===== src/olt_pkg.sv =====
// Shared types and codes for the ordered list table.
// Holds command, status and cell operation codes and the probe struct.
// No dependencies.
`default_nettype none

package olt_pkg;

    localparam int DEPTH_DEF = 16;
    localparam int POS_W     = 16;
    localparam int DATA_W    = 32;

    typedef enum logic [1:0] {
        CMD_APPEND = 2'd0,
        CMD_READ   = 2'd1,
        CMD_WRITE  = 2'd2,
        CMD_SEARCH = 2'd3
    } cmd_t;

    typedef enum logic [2:0] {
        STAT_OK       = 3'd0,
        STAT_EMPTY    = 3'd1,
        STAT_RANGE    = 3'd2,
        STAT_NOTFOUND = 3'd3,
        STAT_FULL     = 3'd4
    } status_t;

    // operation carried by a probe down the cell row
    typedef enum logic [1:0] {
        OP_NONE   = 2'd0,
        OP_WRITE  = 2'd1,
        OP_READ   = 2'd2,
        OP_SEARCH = 2'd3
    } op_t;

    typedef struct packed {
        logic                     valid;
        op_t                      op;
        logic signed [DATA_W-1:0] value;
        logic [POS_W-1:0]         pos;
        logic                     found;
        logic [POS_W-1:0]         found_pos;
        logic signed [DATA_W-1:0] data;
    } probe_t;

endpackage : olt_pkg

`default_nettype wire


===== src/olt_req_if.sv =====
// Command channel of the ordered list table: valid/ready plus payload.
// Depends on olt_pkg.
`default_nettype none

interface olt_req_if
    import olt_pkg::*;
();
    logic                     valid;
    logic                     ready;
    logic [1:0]               command;
    logic signed [DATA_W-1:0] value;
    logic [POS_W-1:0]         position;

    modport source (output valid, command, value, position, input ready);
    modport sink   (input valid, command, value, position, output ready);
endinterface : olt_req_if

`default_nettype wire


===== src/olt_rsp_if.sv =====
// Result channel of the ordered list table: valid/ready plus payload.
// Depends on olt_pkg.
`default_nettype none

interface olt_rsp_if
    import olt_pkg::*;
();
    logic                     valid;
    logic                     ready;
    logic [2:0]               status;
    logic signed [DATA_W-1:0] data;
    logic [3:0]               found_position;
    logic [4:0]               entry_count;
    logic                     is_empty;

    modport source (output valid, status, data, found_position, entry_count, is_empty,
                    input ready);
    modport sink   (input valid, status, data, found_position, entry_count, is_empty,
                    output ready);
endinterface : olt_rsp_if

`default_nettype wire


===== src/olt_cell.sv =====
// One cell of the list row: stores one entry and acts on the passing probe.
// Depends on olt_pkg.
`default_nettype none

module olt_cell
    import olt_pkg::*;
#(
    parameter int DEPTH = DEPTH_DEF,
    parameter int INDEX = 0,
    parameter int CNT_W = $clog2(DEPTH + 1)
) (
    input  wire logic             clk,
    input  wire logic             rst_n,
    input  wire probe_t           probe_in,
    input  wire logic [CNT_W-1:0] count,
    output probe_t                probe_out
);

    logic signed [DATA_W-1:0] entry_reg, entry_next;
    probe_t                   probe_reg, probe_next;
    logic                     hit;
    logic                     live;

    assign hit  = probe_in.valid && (probe_in.pos == POS_W'(INDEX));
    assign live = 17'(INDEX) < 17'(count);

    // act on the probe and pass it on
    always_comb
    begin
        probe_next = probe_in;
        entry_next = entry_reg;
        unique case (probe_in.op)
            OP_NONE:
            begin
            end
            OP_WRITE:
            begin
                if (hit)
                begin
                    entry_next = probe_in.value;
                end
            end
            OP_READ:
            begin
                if (hit)
                begin
                    probe_next.data = entry_reg;
                end
            end
            OP_SEARCH:
            begin
                if (probe_in.valid && !probe_in.found && live &&
                    entry_reg == probe_in.value)
                begin
                    probe_next.found     = 1'b1;
                    probe_next.found_pos = POS_W'(INDEX);
                end
            end
        endcase
    end

    // entry storage, no reset: read only after written
    always_ff @(posedge clk)
    begin
        entry_reg <= entry_next;
    end

    always_ff @(posedge clk or negedge rst_n)
    begin
        if (!rst_n)
        begin
            probe_reg <= '0;
        end
        else
        begin
            probe_reg <= probe_next;
        end
    end

    assign probe_out = probe_reg;

endmodule : olt_cell

`default_nettype wire


===== src/ordered_list_table_core.sv =====
// Ordered list table: one command beat in, one result beat out.
// An accepted command becomes the head probe, which walks the DEPTH cells one per cycle;
// the result goes to the pending registers, then the output register. No new command is taken
// before that; a finished result may wait in the output register while the next command runs.
// Reset empties the list (count zero); stored entries are undefined until written.
// Depends on olt_pkg, olt_req_if, olt_rsp_if and olt_cell.
`default_nettype none

module ordered_list_table_core
    import olt_pkg::*;
#(
    parameter int DEPTH = DEPTH_DEF
) (
    input  wire logic clk,
    input  wire logic rst_n,
    olt_req_if.sink   req,
    olt_rsp_if.source rsp
);

    localparam int CNT_W = $clog2(DEPTH + 1);

    typedef enum logic [2:0] {
        S_IDLE = 3'b001,
        S_RUN  = 3'b010,
        S_WAIT = 3'b100
    } state_t;

    state_t                   state_reg, state_next;
    logic [CNT_W-1:0]         count_reg, count_next;
    probe_t                   head_reg, head_next;
    status_t                  pre_reg, pre_next;
    status_t                  pend_status_reg, pend_status_next;
    logic signed [DATA_W-1:0] pend_data_reg, pend_data_next;
    logic [POS_W-1:0]         pend_pos_reg, pend_pos_next;
    logic                     out_valid_reg, out_valid_next;
    status_t                  out_status_reg, out_status_next;
    logic signed [DATA_W-1:0] out_data_reg, out_data_next;
    logic [POS_W-1:0]         out_pos_reg, out_pos_next;
    logic [CNT_W-1:0]         out_count_reg, out_count_next;

    probe_t                   chain [DEPTH+1];
    logic                     accept;
    logic                     out_free;
    logic                     full;
    logic                     in_range;
    logic [16:0]              cnt_ext;

    // cell row
    assign chain[0] = head_reg;
    for (genvar i = 0; i < DEPTH; i++)
    begin : g_cell
        olt_cell #(
            .DEPTH (DEPTH),
            .INDEX (i),
            .CNT_W (CNT_W)
        ) u_cell (
            .clk       (clk),
            .rst_n     (rst_n),
            .probe_in  (chain[i]),
            .count     (count_reg),
            .probe_out (chain[i+1])
        );
    end

    assign req.ready = (state_reg == S_IDLE);
    assign accept    = req.valid && req.ready;
    assign out_free  = !out_valid_reg || rsp.ready;
    assign full      = count_reg >= CNT_W'(DEPTH);
    assign in_range  = {1'b0, req.position} < 17'(count_reg);

    // command decode, probe launch, result capture
    always_comb
    begin
        state_next       = state_reg;
        count_next       = count_reg;
        head_next        = '0;
        pre_next         = pre_reg;
        pend_status_next = pend_status_reg;
        pend_data_next   = pend_data_reg;
        pend_pos_next    = pend_pos_reg;
        out_valid_next   = out_valid_reg && !rsp.ready;
        out_status_next  = out_status_reg;
        out_data_next    = out_data_reg;
        out_pos_next     = out_pos_reg;
        out_count_next   = out_count_reg;

        unique case (state_reg)
            S_IDLE:
            begin
                if (accept)
                begin
                    head_next.valid = 1'b1;
                    head_next.value = req.value;
                    head_next.pos   = req.position;
                    head_next.op    = OP_NONE;
                    pre_next        = STAT_OK;
                    priority if (cmd_t'(req.command) == CMD_APPEND)
                    begin
                        if (full)
                        begin
                            pre_next = STAT_FULL;
                        end
                        else
                        begin
                            head_next.op  = OP_WRITE;
                            head_next.pos = POS_W'(count_reg);
                            count_next    = count_reg + 1'b1;
                        end
                    end
                    else if (count_reg == '0)
                    begin
                        pre_next = STAT_EMPTY;
                    end
                    else if (cmd_t'(req.command) == CMD_SEARCH)
                    begin
                        head_next.op = OP_SEARCH;
                        pre_next     = STAT_NOTFOUND;
                    end
                    else if (!in_range)
                    begin
                        pre_next = STAT_RANGE;
                    end
                    else if (cmd_t'(req.command) == CMD_READ)
                    begin
                        head_next.op = OP_READ;
                    end
                    else
                    begin
                        head_next.op = OP_WRITE;
                    end
                    state_next = S_RUN;
                end
            end
            S_RUN:
            begin
                if (chain[DEPTH].valid)
                begin
                    pend_status_next = (chain[DEPTH].found) ? STAT_OK : pre_reg;
                    pend_data_next   = chain[DEPTH].data;
                    pend_pos_next    = chain[DEPTH].found_pos;
                    state_next       = S_WAIT;
                end
            end
            S_WAIT:
            begin
                if (out_free)
                begin
                    out_valid_next  = 1'b1;
                    out_status_next = pend_status_reg;
                    out_data_next   = pend_data_reg;
                    out_pos_next    = pend_pos_reg;
                    out_count_next  = count_reg;
                    state_next      = S_IDLE;
                end
            end
            default:
            begin
                state_next = S_IDLE;
            end
        endcase
    end

    always_ff @(posedge clk or negedge rst_n)
    begin
        if (!rst_n)
        begin
            state_reg     <= S_IDLE;
            count_reg     <= '0;
            head_reg      <= '0;
            out_valid_reg <= 1'b0;
        end
        else
        begin
            state_reg     <= state_next;
            count_reg     <= count_next;
            head_reg      <= head_next;
            out_valid_reg <= out_valid_next;
        end
    end

    // payload registers
    always_ff @(posedge clk)
    begin
        pre_reg         <= pre_next;
        pend_status_reg <= pend_status_next;
        pend_data_reg   <= pend_data_next;
        pend_pos_reg    <= pend_pos_next;
        out_status_reg  <= out_status_next;
        out_data_reg    <= out_data_next;
        out_pos_reg     <= out_pos_next;
        out_count_reg   <= out_count_next;
    end

    // result beat
    assign cnt_ext            = 17'(out_count_reg);
    assign rsp.valid          = out_valid_reg;
    assign rsp.status         = out_status_reg;
    assign rsp.data           = out_data_reg;
    assign rsp.found_position = out_pos_reg[3:0];
    assign rsp.entry_count    = cnt_ext[4:0];
    assign rsp.is_empty       = (out_count_reg == '0);

endmodule : ordered_list_table_core

`default_nettype wire

===== src/flat_wrapper.sv =====
// flat-port wrapper written by rule: the top's interface ports become plain ports
module ordered_list_table_core_flat import olt_pkg::*;
#(
    parameter int DEPTH = DEPTH_DEF
)
  (clk, rst_n, req_valid, req_command, req_value, req_position, req_ready, rsp_valid, rsp_status, rsp_data, rsp_found_position, rsp_entry_count, rsp_is_empty, rsp_ready);
  olt_req_if req_i ();
  olt_rsp_if rsp_i ();
  input  wire logic clk;
  input  wire logic rst_n;
  input wire logic [$bits(req_i.valid)-1:0] req_valid;
  input wire logic [$bits(req_i.command)-1:0] req_command;
  input wire logic [$bits(req_i.value)-1:0] req_value;
  input wire logic [$bits(req_i.position)-1:0] req_position;
  output wire logic [$bits(req_i.ready)-1:0] req_ready;
  output wire logic [$bits(rsp_i.valid)-1:0] rsp_valid;
  output wire logic [$bits(rsp_i.status)-1:0] rsp_status;
  output wire logic [$bits(rsp_i.data)-1:0] rsp_data;
  output wire logic [$bits(rsp_i.found_position)-1:0] rsp_found_position;
  output wire logic [$bits(rsp_i.entry_count)-1:0] rsp_entry_count;
  output wire logic [$bits(rsp_i.is_empty)-1:0] rsp_is_empty;
  input wire logic [$bits(rsp_i.ready)-1:0] rsp_ready;
  assign req_i.valid = req_valid;
  assign req_i.command = req_command;
  assign req_i.value = req_value;
  assign req_i.position = req_position;
  assign req_ready = req_i.ready;
  assign rsp_valid = rsp_i.valid;
  assign rsp_status = rsp_i.status;
  assign rsp_data = rsp_i.data;
  assign rsp_found_position = rsp_i.found_position;
  assign rsp_entry_count = rsp_i.entry_count;
  assign rsp_is_empty = rsp_i.is_empty;
  assign rsp_i.ready = rsp_ready;
  ordered_list_table_core #(.DEPTH(DEPTH)) u_core (.clk(clk), .rst_n(rst_n), .req(req_i), .rsp(rsp_i));
endmodule

===== config.mk =====
export PLATFORM = sky130hd
export DESIGN_NAME = ordered_list_table_core_flat
export DESIGN_NICKNAME = d
export VERILOG_FILES = /design/src/olt_pkg.sv /design/src/olt_req_if.sv /design/src/olt_rsp_if.sv /design/src/olt_cell.sv /design/src/ordered_list_table_core.sv /design/src/flat_wrapper.sv
export SDC_FILE = /design/constraint.sdc
export NUM_CORES = 2
export LEC_CHECK = 0
export BUFFER_PORTS_ARGS = -buffer_cell sky130_fd_sc_hd__buf_2
export CORE_AREA = 2 2 358 431
export CTS_CLUSTER_SIZE = 16
export DETAILED_ROUTE_END_ITERATION = 16
export DIE_AREA = 0 0 360 433
export SKIP_CTS_REPAIR_TIMING = 1
export SYNTH_ARGS = -nofsm -noshare
export SYNTH_HDL_FRONTEND = slang
export SYNTH_SLANG_ARGS = --single-unit

===== constraint.sdc =====
create_clock -name clk -period 6.4 [get_ports clk]
set_input_delay 1.92 -clock clk [delete_from_list [all_inputs] [get_ports clk]]
set_output_delay 1.92 -clock clk [all_outputs]
set_load 0.01 [all_outputs]

# Word-level counts from Yosys, hierarchy flattened
# Cells that the tools add are included.
# W data, S select, Z words.
[totals]
reg_bits = 2196
in_bits = 54
out_inout_bits = 47
word_cells = 440
[classes]
addsub = 1
order_cmp = 18
n_eq_ne = 87
mux = 85
bitwise_logic = 1
reduce_logical = 108
[op_table]
columns = ["operator", "n"]
rows = [
  ["$mux W32", 32],
  ["$mux W17", 32],
  ["$eq A32 B32 Y1", 16],
  ["$eq A16 B4 Y1 const B", 8],
  ["$mux W51", 2],
  ["$eq A2 B2 Y1 const B", 33],
  ["$logic_and A1 B1 Y1", 65],
  ["$eq A16 B3 Y1 const B", 4],
  ["$lt A4 B5 Y1 const A", 8],
  ["$reduce_and A2 Y1", 19],
  ["$eq A2 B1 Y1 const B", 17],
  ["$eq A16 B2 Y1 const B", 2],
  ["$mux W16", 2],
  ["$mux W3", 7],
  ["$lt A3 B5 Y1 const A", 4],
  ["$logic_not A1 Y1", 17],
  ["$eq A16 B1 Y1 const B", 1],
  ["$logic_not A16 Y1", 1],
  ["$lt A16 B5 Y1", 1],
  ["$mux W2", 6],
  ["$logic_not A5 Y1", 2],
  ["$lt A1 B5 Y1 const A", 2],
  ["$lt A2 B5 Y1 const A", 2],
  ["$pmux W3 S3", 1],
  ["13 further kinds", 16],
]

# Depth between registers and ports, before layout
[logic_depth]
depth_word = 8
mapped_depth = 7
depth_no_buf = 6

# Cells and area by module
# A second synthesis with hierarchy kept.
[hier_totals]
cells_unflattened = 4299
area_unflattened_um2 = 76943.8
[modules_own_cells]
columns = ["mod", "instances", "cells_per_inst", "area_per_inst_um2", "seq_area_each_um2"]
rows = [
  ["olt_cell (u_core.g_cell[13].u_cell ...)", 2, 246, 4480.5, 3463.3],
  ["ordered_list_table_core", 1, 284, 4951.0, 4085.2],
  ["olt_cell (u_core.g_cell[10].u_cell)", 1, 248, 4614.4, 3463.3],
  ["olt_cell (u_core.g_cell[12].u_cell)", 1, 249, 4515.6, 3463.3],
  ["olt_cell (u_core.g_cell[6].u_cell)", 1, 247, 4513.1, 3463.3],
  ["olt_cell (u_core.g_cell[1].u_cell)", 1, 258, 4510.6, 3463.3],
  ["olt_cell (u_core.g_cell[0].u_cell)", 1, 260, 4506.8, 3463.3],
  ["olt_cell (u_core.g_cell[2].u_cell)", 1, 258, 4499.3, 3463.3],
  ["olt_cell (u_core.g_cell[9].u_cell)", 1, 246, 4496.8, 3463.3],
  ["olt_cell (u_core.g_cell[8].u_cell)", 1, 249, 4493.1, 3463.3],
  ["olt_cell (u_core.g_cell[4].u_cell)", 1, 248, 4489.3, 3463.3],
  ["olt_cell (u_core.g_cell[14].u_cell)", 1, 246, 4483.0, 3463.3],
  ["olt_cell (u_core.g_cell[7].u_cell)", 1, 256, 4479.3, 3463.3],
  ["olt_cell (u_core.g_cell[15].u_cell)", 1, 255, 4478.0, 3463.3],
  ["+2 rows", "--", "--", "--", "--"],
]

# Worst setup path before layout
# OpenSTA, ideal clock, no wires.
[synth_path]
path_kind = "register -> register"
start = "register u_core.state_reg[1]"
end = "register u_core.pend_data_reg[0] (enable)"
setup_time_ns = 0.546
arrival_time_ns = 4.558
t_required_ns = 5.854
slack_ns = 1.295
path_stages_with_launch = 3
n_path_buf = 0
period_less_slack_ns = 5.105
cell_sequence = "dfrtp_1 inv_1 nor4b_1"
[synth_between]
elab_chain_len = 2
[synth_lines]
columns = ["item", "line", "source"]
rows = [
  ["start: declaration", "ordered_list_table_core.sv:28", "state_t state_reg, state_next;"],
  ["start signal: assignment", "ordered_list_table_core.sv:174", "state_reg <= state_next;"],
  ["$eq A3 B2 Y1", "ordered_list_table_core.sv:87", "unique case (state_reg)"],
  ["$reduce_and A2 Y1 (no source line)", "--", ""],
  ["end signal: assignment", "ordered_list_table_core.sv:186", "pend_data_reg <= pend_data_next;"],
  ["end: declaration", "ordered_list_table_core.sv:33", "logic signed [DATA_W-1:0] pend_data_reg, pend_data_next;"],
]
# Every way passes these cells.
# A chain may end at the register's enable or synchronous reset.

# Final worst setup path
[layout_path]
start = "register u_core.state_reg[0]"
end = "output port req_ready"
[layout_between]
elab_chain_len = 1
[layout_lines]
columns = ["item", "line", "source"]
rows = [
  ["$eq A3 B1 Y1", "ordered_list_table_core.sv:65", "assign req.ready = (state_reg == S_IDLE);"],
  ["end: declaration", "flat_wrapper.sv:15", "output wire logic [$bits(req_i.ready)-1:0] req_ready;"],
]
# Every way passes these cells.

==> summary.md <==
| Metric | Value |
|---|---|
| CTS tree | done |
| Startpoint types | flip-flop |
| Clock sink count | ~2000 |
| FF-to-FF End | u_core.g_cell[14].u_cell.probe_out[34] |
| Worst Hold Slack | 0.342 ns |
| Fin. max-slew vios | 0 |
| Total power | around 28 mW |
| Setup violations, final | 0 |
| DIE AREA | 156000 um2 |
| Via Count | 29000 |
| H-tree depth | 4 |
| Inst Count DP | 5734 |
| Clk_skew | 0.0509 ns |
| Max FFs per register | between 1000 and 1500 |
| Num CTS Buffers | 185 |
| Post-synth EDFFs | 598 |
| Worst slew pin tran | about 1.1 ns |
| Worst Reg-to-Reg Cells | 5 |
| I/O Buffers | 100 |
| CP required | 4.48 ns |
| Worst flop-to-flop path startpoint | u_core.count_reg[4] |
| Register Area | 53100 um2 |
| Cell area after synthesis | 67800 um2 |
| Status | complete, no violations |
| Worst path cell trace | nor3b_4 > buf_4 > buf_2 |
| Post-synth top area cell | dfrtp_1 |
| Tmin final | 4.06 ns |
| Drt via density | 4.77 |
| Wl on met1 | 45100 um |
| Fin area | slightly below 80000 um2 |
| CP arrival | roughly 2.1 ns |
| Root Driver | clkbuf_16 |
| Filler cells | ~12000 |
| Final Hold Fails | 0 |
| Detailed Routing Iterations Pass 1 | 4 |
| WL/cell | 21.2 um |
| Yosys cell types | 59 |
| P_leak | 34.5 nW |
| Yosys Warn Count | 0 |
| CP endpoint kind | output pin |
| DRT iter0 DRCs | about 1500 |
| Critical hold path startpoint | u_core.g_cell[10].u_cell.probe_out[64] |
| Top Ports | 101 |
| Largest net degree at the start of global routing | 199 |
| Layout cells sized above 1 | 23.8% |
| Overflow after GRT | 0 |
| Ranking of synthesized cells by area | dfrtp_1 (52%), edfxtp_1 (26%), mux2_2 (5.7%) |
| Placement row count | 157 |
| Period utilisation layout | 63.5% |
| Asr flop ratio synth | 70.1% |
| Synth Register Bits | about 2000 |
| Avg Cell Area, Syn | approximately 19 um2 |
| Top sig layer | met4 |
| Clock tree buffer depth | 3 |
| Critical path class | reg -> out |
| Relative slew slack | between 20% and 30% |
| Maximum vdd drop | 292 uV |
| Worst hold endpoint | u_core.g_cell[11].u_cell.probe_out[64] |
| Area after DPL | 71000 um2 |
| Crit-path max FO | 35 |
| Antenna-violating nets left | 0 |
| Chip height | 433 um |
| Seq/Total Area, Yosys | 78.3% |
| Setup_tns | 0 ns |
| RePlAce Congestion | 0.900 |
| Post-synth top area share | 51.8% |
| Later-pin clock latency in the skew report | 0.82 ns |
| Commonest cells post-synth | dfrtp_1 (1402), edfxtp_1 (598), mux2_2 (345) |
| Multi-input gate area | between 10000 and 15000 um2 |
| Met2 routed WL | roughly 75000 um |
| Power Dens Cells | between 300 and 400 nW/um2 |
| Post-Syn Instances | 3654 |
| Detailed Place HPWL | 94200 um |
| DRC viols | 0 |
| Slowest CP cell | dfstp_2 |
| Clock-pin slew on the worst setup and hold paths | approximately 0.060 ns |
| Crit-path leading delay family | flip-flops |
| Top-count cell post-synth | dfrtp_1 |
| Initial antenna violation count | 3 |
| Most used DFF post-synth | dfrtp_1 |
| DR WL met3 | 3400 um |
| Gr usage total | 17.1% |
| Vias in the first global route | 32400 |
| Fin cells | 6085 |
| HP Class | reg -> reg |
| Max_cap viols | 0 |
| WP buf/inv | 2 |
| Initial core utilization | 44.6% |
| RSZ-0062 raised after global routing | false |
| Slowest stage delay, CP | 0.58 ns |
| Die extent in x | roughly 360 um |
| Final wirelength | 129000 um |
| Core Box Area | 152000 um2 |
| Nets | 3994 |
| Hold path cells | 0 |
| Area Growth Syn to Fin | 14.0% |
| First-pass GRT wire length | 199000 um |
| Maximum clock rate | ~250 MHz |
| Syn nets | 3714 |
| FF-to-FF setup slack | 3.54 ns |
[routing by layer]
metal / vias up / GRT usage, %
li1: 13500 / -
met1: 14900 / 17.1
met2: 420 / 33.9
met3: 219 / 2.87
met4: 0 / 7.82
met5: - / 0
[power by group]
group	internal, mW	switching, mW	total, mW
Clock	6.35	4.70	11.1
Combinational	0.546	0.887	1.43
Sequential	14.4	0.929	15.3
Total	21.3	6.52	27.8
[cell type report]
cell class              count  area share (%)
flip-flops and latches   2001            68.7
multi-input cells        1578            18.5
clock buffers             272            7.01
well taps                1987            3.22
repair buffers            155            1.33
clock inverters            78            1.17
inverters                  13          0.0631
diodes                      1         0.00324
[kinds of logic after synthesis]
family                   synth area share [%]
AO/OA/AOI/OAI                           0.360
XOR/XNOR                                 6.62
adder cells (fa/ha/maj)                 0.126
buffers and inverters                   0.731
flip-flops                               78.3
multiplexers                             8.60
AND/OR/NAND/NOR                          5.27
[per-stage QoR]
stage	worst slack, ns	util (%)
2_1_floorplan	1.30	-
3_3_place_gp	2.92	46.7
3_5_place_dp	2.90	46.7
4_1_cts	2.26	50.9
5_1_grt	2.23	50.9
6_report	2.34	50.9
[worst max-delay path by stage]
stage | cells past startpoint | start | end | slack (ns)
after floorplan | 2 | u_core.state_reg[1] | u_core.pend_data_reg[0] | 1.30
after global placement | 3 | rst_n | u_core.g_cell[0].u_cell.probe_out[8] | 2.92
after detailed placement | 3 | rst_n | u_core.g_cell[0].u_cell.probe_out[75] | 2.90
after CTS | 3 | u_core.state_reg[0] | req_ready | 2.26
after global routing | 3 | u_core.state_reg[0] | req_ready | 2.23
final | 3 | u_core.state_reg[0] | req_ready | 2.34
[layout by cell type, fill, tap and decap left out, types with 11 or more instances in the layout]
cell type	synthesis	routed
dfrtp_1	1402	1402
edfxtp_1	598	598
mux2_2	345	345
xor2_1	299	299
xnor2_1	213	213
clkbuf_16	0	188
mux2_4	110	110
nor4_1	115	105
buf_2	8	99
nand4_1	68	68
buf_4	30	47
and3_1	45	45
clkbuf_1	11	44
and2_1	40	40
clkbuf_8	0	40
clkinv_2	0	38
nand2b_1	37	37
nand3_1	30	30
nor3_1	29	29
or2_2	28	28
nand2_1	26	26
mux2_1	26	26
nor4b_1	19	18
nor2_1	18	17
nor2b_1	16	16
a21oi_1	14	14
nand4b_1	13	13
inv_1	12	12
or3_1	11	11
nor4_2	1	11
(Power assumes the default switching activity.)
